[config.mk]
export PLATFORM = sky130hd
export DESIGN_NAME = lbbt_merge
export DESIGN_NICKNAME = d
export VERILOG_FILES = /design/src/hw/rtl/lbbt_pkg.sv /design/src/hw/rtl/lbbt_merge.sv
export SDC_FILE = /design/constraint.sdc
export NUM_CORES = 1
export LEC_CHECK = 0
export BUFFER_PORTS_ARGS = -buffer_cell sky130_fd_sc_hd__buf_2
export CAP_MARGIN = 10
export CORE_MARGIN = 8
export CORE_UTILIZATION = 44
export DETAILED_ROUTE_END_ITERATION = 6
export GPL_TIMING_DRIVEN = 1
export PLACE_DENSITY_LB_ADDON = 0.1
export SLEW_MARGIN = 10
export SYNTH_ARGS = -nofsm -noshare
export SYNTH_HDL_FRONTEND = slang
export SYNTH_SLANG_ARGS = --single-unit
[constraint.sdc]
create_clock -name vclk -period 4.4
set_input_delay 1.32 -clock vclk [all_inputs]
set_output_delay 1.32 -clock vclk [all_outputs]
set_load 0.05 [all_outputs]
[src/hw/rtl/lbbt_pkg.sv]
// Shared types and constants for the label bounding box table.
`timescale 1ns / 1ps
package lbbt_pkg;
	localparam int NUM_LABELS = 1024;
	localparam int MAX_EXTENT = 1024;
	localparam int LBL_W      = 10;
	localparam int CW         = 10;
	localparam int EW         = 11;
	localparam int LBL_AW     = $clog2(NUM_LABELS);
	localparam int IN_DW      = 3 * CW + LBL_W;
	localparam int OUT_DW     = 80;

	localparam logic FUNC_ACC  = 1'b0;
	localparam logic FUNC_READ = 1'b1;

	typedef logic [2:0][CW-1:0] coord3_t;

	typedef struct packed {
		logic    seen;
		coord3_t lo;
		coord3_t hi;
	} box_entry_t;

	localparam int ENTRY_W = $bits(box_entry_t);
endpackage

[src/hw/rtl/lbbt_merge.sv]
// Box growth logic that merges one voxel into a table entry.
`timescale 1ns / 1ps
module lbbt_merge import lbbt_pkg::*; (
	input  box_entry_t old_entry,
	input  coord3_t    pos,
	output box_entry_t new_entry
);
	always_comb begin
		new_entry.seen = 1'b1;
		for (int k = 0; k < 3; k++) begin
			if (!old_entry.seen) begin
				new_entry.lo[k] = pos[k];
				new_entry.hi[k] = pos[k];
			end else begin
				new_entry.lo[k] = (pos[k] < old_entry.lo[k]) ? pos[k] : old_entry.lo[k];
				new_entry.hi[k] = (pos[k] > old_entry.hi[k]) ? pos[k] : old_entry.hi[k];
			end
		end
	end
endmodule

==> results.toml <==
[outcome]
status = "finished with violations"
violations = "setup timing"

[synthesis]
syn_nets = 416
synth_simple_gate_area_share_pct = 10.0
synth_top_family_by_area = "adder cells"
syn_area_per_cell_sq_um = 8.29
yosys.area.top_type = "ha_1"
synth.distinct_cells = 32
synth_xor_area_share_pct = 0
synth_top_area_share_pct = 32.1
synth_warnings = 0
yosys.area_share.adder_pct = 32.1
synth_mux_area_share_pct = 29.9
postSynthCellCount = 268
syn_area_sq_um = 2220
synth_area_leaders = "ha_1 32%, mux2_2 30%, inv_1 10%"
ys_seq_area_share_pct = 0
synth_compound_area_share_pct = 16.9

[critical_path]
critPathLaunch = "pos[18]"
worstPathArrival_ns = 3.08
crit_chain = "buf_2 > buf_4 > ha_1 > o21ai_0 > o21ai_1 > o2bb2ai_4 > clkbuf_16 > mux2_4 > buf_8"
worstSetupStartpointType = "input port"
worstSetupPathType = "in2out"
required_ns = 3.08
slowest_delay_ns = 0.31
crit_slowest_cell = "mux2_4"
crit_path_end_kind = "output port"
cp_max_fo = 5

[timing]
min_period_ns = 4.40
fin_ws_ns = -0.00115
finalCritPeriodShare_pct = 100
fmax_mhz = 227
tns_ns = -0.00115
finalMaxSlewViolations = 0
setup_viol = 1
hold_violations = 0
holdWs_ns = 3.01

[routing]
vias = 2695
ant_nets = 0
detail_route.wl_per_cell_um = 17.1
avgViaCountPerCell = 5.26
dr.first_iter.drc_count = 71
first_pass_iters = 4
route.detailed.drc = 0
wirelength_um = 8780

[worst_hold_path]
holdCritPathClass = "in2out"
hold_depth = 3
whs_endpoint = "new_entry[2]"
worstHoldStart = "old_entry[2]"

[placed_design]
portBuffers = 151
pre_cts_slack_ns = -0.111
dp_hpwl_um = 6240
dpl.cell_count = 509
routabilityCongestion = 0.807

[final_layout]
seqCellArea_sq_um = 0
post-route-util_pct = 80.8
layout-drive-gt1-share_pct = 64.7
final_cell_mix = "107 x buf_2, 53 x inv_1, 43 x ha_1"
fill_cells = 346
final_common_cell = "buf_2"
final_cells = 512
synthToLayoutAreaGrowth_pct = 81.1
design.seq.count = 0
antenna-diode-count = 0
clkbuf_count = 0
nNetsFinal = 592

[floorplan]
rows = 26
dieHeight_um = 87.1
initial_utilization_pct = 44.6
io_pins = 152
die_area_sq_um = 7580
die_w_um = 87.1
core-area_sq_um = 4980

[job]
max-cap-violations = 0

[grt]
grt_max_degree = 13
grt_pass1_wl_um = 11700
antenna_found_initial = 0
grt_pass1_vias = 2664
track_usage_pct = 18.0
grt-ovfl-total = 0

[cts]
post_cts_buffers = 0

[pwr]
power.density_nw_per_um2 = 174
p_leak_nw = 2.12
irDropWorstVdd_v = 0.000145
-- per-stage QoR --
step	instance area (sq um)	total power, W
global route	4020	0.000739
floorplan	2220	0.000378
detailed placement	3250	0.000544
CTS	3430	0.000583
global placement	3250	0.000537
finish	4020	0.000699
-- kinds of logic (layout without fill, tap and decap cells) --
| logic type | count (synthesis) | count (layout) |
|---|---|---|
| mux | 59 | 59 |
| simple gates | 37 | 37 |
| compound gates | 51 | 52 |
| buf+inv | 63 | 236 |
| other cells | 1 | 1 |
| fa+ha+maj | 57 | 57 |
-- cell usage after synthesis --
cell / n
a221o_1: 1
a21oi_1: 11
o21ai_4: 1
a31oi_1: 3
inv_1: 60
a21oi_2: 1
buf_2: 2
o31a_1: 1
o211ai_1: 1
a21o_1: 3
or3b_1: 1
o21ai_0: 14
nand3_1: 5
and4_1: 5
o22ai_4: 2
a211oi_1: 6
o21ai_1: 2
mux2_2: 59
a2bb2oi_1: 1
nand2_1: 4
ha_1: 57
o2bb2ai_1: 1
o2111ai_1: 1
nand4_1: 7
o21ai_2: 1
nor2b_1: 6
and3_1: 4
conb_1: 1
buf_4: 1
o2bb2ai_4: 1
nand2b_1: 2
nor2_1: 3
-- worst max-delay path, delay by kind of cell --
family                   cells  cell delay, ns
AO/OA/AOI/OAI                3            0.55
adder cells (fa/ha/maj)      1            0.29
buffers and inverters        4            0.61
multiplexers                 1            0.31
-- where the power goes --
group          total (W)  switching (W)  internal (W)  leakage [nW]
Clock                  0              0             0             0
Combinational   0.000699       0.000400      0.000299          2.12
Sequential             0              0             0             0
Total           0.000699       0.000400      0.000299          2.12
-- cell type report --
class	count	area, sq um	area share (%)
tap	70	87.6	2.18
multi-input combinational	206	2370	58.9
inverter	60	225	5.60
timing repair buffer	176	1340	33.4
-- routing by layer --
layer | GRT usage [%] | part of all wire [%]
met3 | 2.83 | 6.0
met1 | 20.7 | 39
met4 | 0.313 | 2.0
met5 | 0 | 0
met2 | 35.3 | 53
-- how the worst max path moves through the flow --
| stage | end | slack, ns |
|---|---|---|
| after CTS | new_entry[0] | -0.03 |
| after global routing | new_entry[19] | -0.07 |
| after detailed placement | new_entry[38] | -0.11 |
| after global placement | new_entry[8] | -0.06 |
| final | new_entry[14] | -0.001 |
| after floorplan | new_entry[40] | 0.20 |
-- what timing repair did --
action / 4_1_cts / 5_1_grt
setup endpoints to repair: 37 / 55
gates resized for setup: 53 / 150
hold buffers: 0 / 0
pin swaps: 5 / 21
gates cloned: 1 / 2
Note: power is estimated with default switching activity, not from simulation.
