**src/hw/rtl/lbbt_ram.sv**
```systemverilog
// Generic single-clock RAM with one write port and one registered read port.
`timescale 1ns / 1ps
module lbbt_ram #(
	parameter int WIDTH = 8,
	parameter int DEPTH = 16
) (
	input  logic                     clk,
	input  logic                     we,
	input  logic [$clog2(DEPTH)-1:0] waddr,
	input  logic [WIDTH-1:0]         wdata,
	input  logic                     re,
	input  logic [$clog2(DEPTH)-1:0] raddr,
	output logic [WIDTH-1:0]         rdata
);
	logic [WIDTH-1:0] mem [DEPTH];

	always_ff @(posedge clk) begin
		if (we) begin
			mem[waddr] <= wdata;
		end
		if (re) begin
			rdata <= mem[raddr];
		end
	end
endmodule

```
**config.mk**
```make
export PLATFORM = sky130hd
export DESIGN_NAME = lbbt_ram
export DESIGN_NICKNAME = d
export VERILOG_FILES = /design/src/hw/rtl/lbbt_ram.sv
export SDC_FILE = /design/constraint.sdc
export NUM_CORES = 1
export LEC_CHECK = 0
export BUFFER_PORTS_ARGS = -buffer_cell sky130_fd_sc_hd__buf_2
export CAP_MARGIN = 20
export CORE_ASPECT_RATIO = 0.8
export CORE_MARGIN = 5
export CORE_UTILIZATION = 51
export CTS_CLUSTER_SIZE = 10
export DETAILED_ROUTE_END_ITERATION = 7
export GPL_ROUTABILITY_DRIVEN = 0
export GPL_TIMING_DRIVEN = 0
export PLACE_DENSITY = 0.71
export SYNTH_ARGS = -nofsm -noshare
export SYNTH_HDL_FRONTEND = slang
export SYNTH_SLANG_ARGS = --single-unit
```
**constraint.sdc**
```tcl
create_clock -name clk -period 2.1 [get_ports clk]
set_clock_uncertainty 0.2 [all_clocks]
set_input_delay 0.42 -clock clk [delete_from_list [all_inputs] [get_ports clk]]
set_output_delay 0.42 -clock clk [all_outputs]
set_load 0.05 [all_outputs]
```
==> impl_metrics.py <==
metrics = {
    "status": {
        "outcome": "finished clean",
    },
    "logic_synthesis": {
        "async_flop_share": 0,
        "main_combinational_cell_family_by_area_after_synthesis": "multiplexers",
        "synth_mux_area_frac": 0.148,
        "synth_fa_ha_area_frac": 0,
        "postSynthCellCount": 229,
        "ys_ff_latch": 136,
        "synth_enable_flop_cells": 136,
        "compound_cell_area_share_of_the_yosys_netlist": 0.0230,
        "post_synth.cell_area_avg_um2": 22.8,
        "synth_fp_nets": 248,
        "netlist_area_um2": 5230,
        "ys.flop_type": "sky130_fd_sc_hd__edfxtp_1",
        "synth.yosys.seq_area_share": 0.781,
        "synth_cell_type_count": 18,
        "post_synthesis_share_of_cell_area_spent_on_and_or_nand_and_nor_gates": 0.0314,
        "synth_xor_xnor_area_share": 0,
        "synth.yosys.warnings": 0,
    },
    "finish": {
        "area_delta_synth_final_pct": 16.6,
        "antennaDiodeCount": 0,
        "fraction_of_final_layout_cells_sized_beyond_drive_strength_1": 0.284,
        "fin_area_um2": 6100,
        "num-fill-cells": 705,
        "final_net_count": 295,
    },
    "global_route": {
        "global_route.overflow_total": 0,
        "grt_max_degree": 17,
        "number_of_global_route_vias_before_repair": 2518,
        "antenna_found_initial": 0,
        "global_route.usage.total": 0.178,
        "grt_pass1_wl_um": 15000,
    },
    "cts": {
        "tritoncts": "done",
        "cts_root_buffer": "sky130_fd_sc_hd__clkbuf_16",
        "h-tree-depth": 4,
        "post-cts-setup-buffers": 0,
        "cts_hold_buffers": 0,
        "cts-root-to-sink-buffers": 2,
        "clkSlewWorstSetupHoldPaths_ns": 0.05,
        "post_cts.resized_instances": 0,
        "worst_skew_pair.late_latency_ns": 0.41,
        "tritoncts.num_buffers": 17,
        "cts_sinks": 136,
    },
    "floorplan": {
        "coreArea_um2": 10100,
        "die_w_um": 123,
        "die_area_um2": 12400,
        "core.rowCount": 33,
        "start_util": 0.517,
        "die_height_um": 101,
        "pin_count": 27,
    },
    "sta": {
        "fmax_mhz": 523,
        "final_period_minus_worst_setup_slack_ns": 1.91,
        "rsz_0062_raised_after_global_routing": "no",
        "layout_worst_path_cycle_share": 0.910,
        "hold_viol": 0,
        "number_of_failing_setup_endpoints_in_the_final_timing_report": 0,
        "worst-slew-pin-transition_ns": 0.852,
        "slew_headroom": 0.428,
        "maxSlewViolCount": 0,
    },
    "place": {
        "placement.io_buffers": 25,
        "place.detailed.hpwl_um": 6470,
        "detailed_place.area_um2": 5550,
    },
    "route": {
        "post_route_drc": 0,
        "drt.antenna.violating_nets": 0,
        "routed_wl_um": 9980,
        "drt_pre_antenna_iters": 4,
        "post_drt_via_cell_ratio": 5.73,
        "wire_per_inst_um": 23.3,
        "drtIter0Drc": 225,
        "via_count": 2460,
    },
    "power": {
        "vdd.ir_drop.worst_mv": 0.682,
        "leakage_nw": 2.04,
        "power_per_cell_area_nw_per_um2": 1010,
        "total_power_mw": 6.14,
    },
    "worst_setup_path": {
        "worst_path_dominant_cell_family": "simple AND/OR/NAND/NOR gates",
        "cp.buffers_inverters": 1,
        "timing.critical_path.fanout_max": 8,
        "worst_path_max_delay_cell": "sky130_fd_sc_hd__nor2_1",
        "worst_endpoint_data_arrival_time_ns": 1.74,
        "timing_worst_setup_path_type": "in2reg",
        "crit_chain": "buf_2 -> or3b_2 -> nor2_1",
        "critPathLaunchType": "input pin",
        "cp-end-kind": "flop",
        "cp_data_required_time_ns": 1.93,
        "timing.critical_path.slowest_cell_delay_ns": 0.67,
    },
    "flow_run": {
        "cap_violations": 0,
    },
    "worst_hold_path": {
        "min-delay-path-class": "in2reg",
    },
}
## power by group
part / leakage [nW] / internal, mW / switching [mW]
combinational: 0.535 / 0.119 / 0.214
clock: 0.269 / 1.71 / 1.02
sequential: 1.24 / 3.06 / 0.0126
## per-stage QoR
stage	hold slack [ns]	utilization	std cells	setup slack [ns]	TNS [ns]
after floorplan	0.319	-	229	0.198	0
after global placement	0.539	0.547	394	-0.300	-11.46
after CTS	0.133	0.603	429	0.184	0
after global routing	0.149	0.603	429	0.0994	0
after detailed placement	0.556	0.549	397	-0.251	-7.29
final	0.140	0.603	429	0.189	0
## area by class of cell
cell class / instances / area [um2] / area share
repair buffers: 28 / 145 / 0.0238
plain buffers: 10 / 86.3 / 0.0142
well taps: 140 / 175 / 0.0287
clock inverters: 13 / 111 / 0.0183
multi-input cells: 83 / 1060 / 0.174
clock buffers: 19 / 433 / 0.0710
flip-flops and latches: 136 / 4080 / 0.670
## logic make-up (layout without fill, tap and decap cells)
kind of cell	after synthesis	count (layout)
flops	136	136
buf+inv	10	70
compound gates	16	16
simple gates	35	35
mux	32	32
## cells in the mapped netlist, types with 2 or more instances
| master | count | area share |
|---|---|---|
| sky130_fd_sc_hd__a22oi_1 | 16 | 0.023 |
| sky130_fd_sc_hd__buf_2 | 3 | 0.0029 |
| sky130_fd_sc_hd__buf_6 | 3 | 0.0065 |
| sky130_fd_sc_hd__clkdlybuf4s25_2 | 3 | 0.0057 |
| sky130_fd_sc_hd__edfxtp_1 | 136 | 0.78 |
| sky130_fd_sc_hd__mux4_1 | 14 | 0.070 |
| sky130_fd_sc_hd__mux4_2 | 18 | 0.078 |
| sky130_fd_sc_hd__nand2_1 | 9 | 0.0065 |
| sky130_fd_sc_hd__nand2b_1 | 2 | 0.0024 |
| sky130_fd_sc_hd__nand3b_1 | 2 | 0.0029 |
| sky130_fd_sc_hd__nor2_1 | 13 | 0.0093 |
| sky130_fd_sc_hd__nor3_1 | 4 | 0.0038 |
## sequential cells by signal, indices dropped and copies added, names as in the netlist
signal and count:
mem 128, rdata 8
## routing by layer
layer | routed length (um) | part of all wire | vias up | global-route usage
met2 | 4780 | 0.48 | 102 | 0.262
met5 | 0 | 0 | - | 0
met1 | 4250 | 0.43 | 1272 | 0.257
li1 | - | - | 1080 | -
met4 | 68 | 0.0068 | 0 | 0.0536
met3 | 875 | 0.088 | 6 | 0.0572
## cells in the final DEF, fill, tap and decap left out, drive strengths merged
| master | synthesis | final |
|---|---|---|
| edfxtp | 136 | 136 |
| buf | 7 | 35 |
| mux4 | 32 | 32 |
| clkbuf | 0 | 19 |
| a22oi | 16 | 16 |
| nor2 | 13 | 13 |
| clkinv | 0 | 11 |
| nand2 | 9 | 9 |
| nor3 | 4 | 4 |
| clkdlybuf4s25 | 3 | 3 |
| nand3b | 2 | 2 |
| nand2b | 2 | 2 |
| bufinv | 0 | 2 |
| nor2b | 1 | 1 |
| and2 | 1 | 1 |
| and2b | 1 | 1 |
| nand3 | 1 | 1 |
| or3b | 1 | 1 |
## final timing paths
| kind | start | endpoint | slack, ns | depth (start not counted) |
|---|---|---|---|---|
| setup / recovery | waddr[2] | mem[3][3] | 0.19 | 3 |
| hold reg to reg | mem[11][2] | rdata[2] | 0.56 | 3 |
| setup reg to reg | mem[1][0] | rdata[0] | 0.40 | 3 |
| hold / removal | re | rdata[2] | 0.14 | 1 |
No activity file was read; power rests on OpenSTA's default activity.
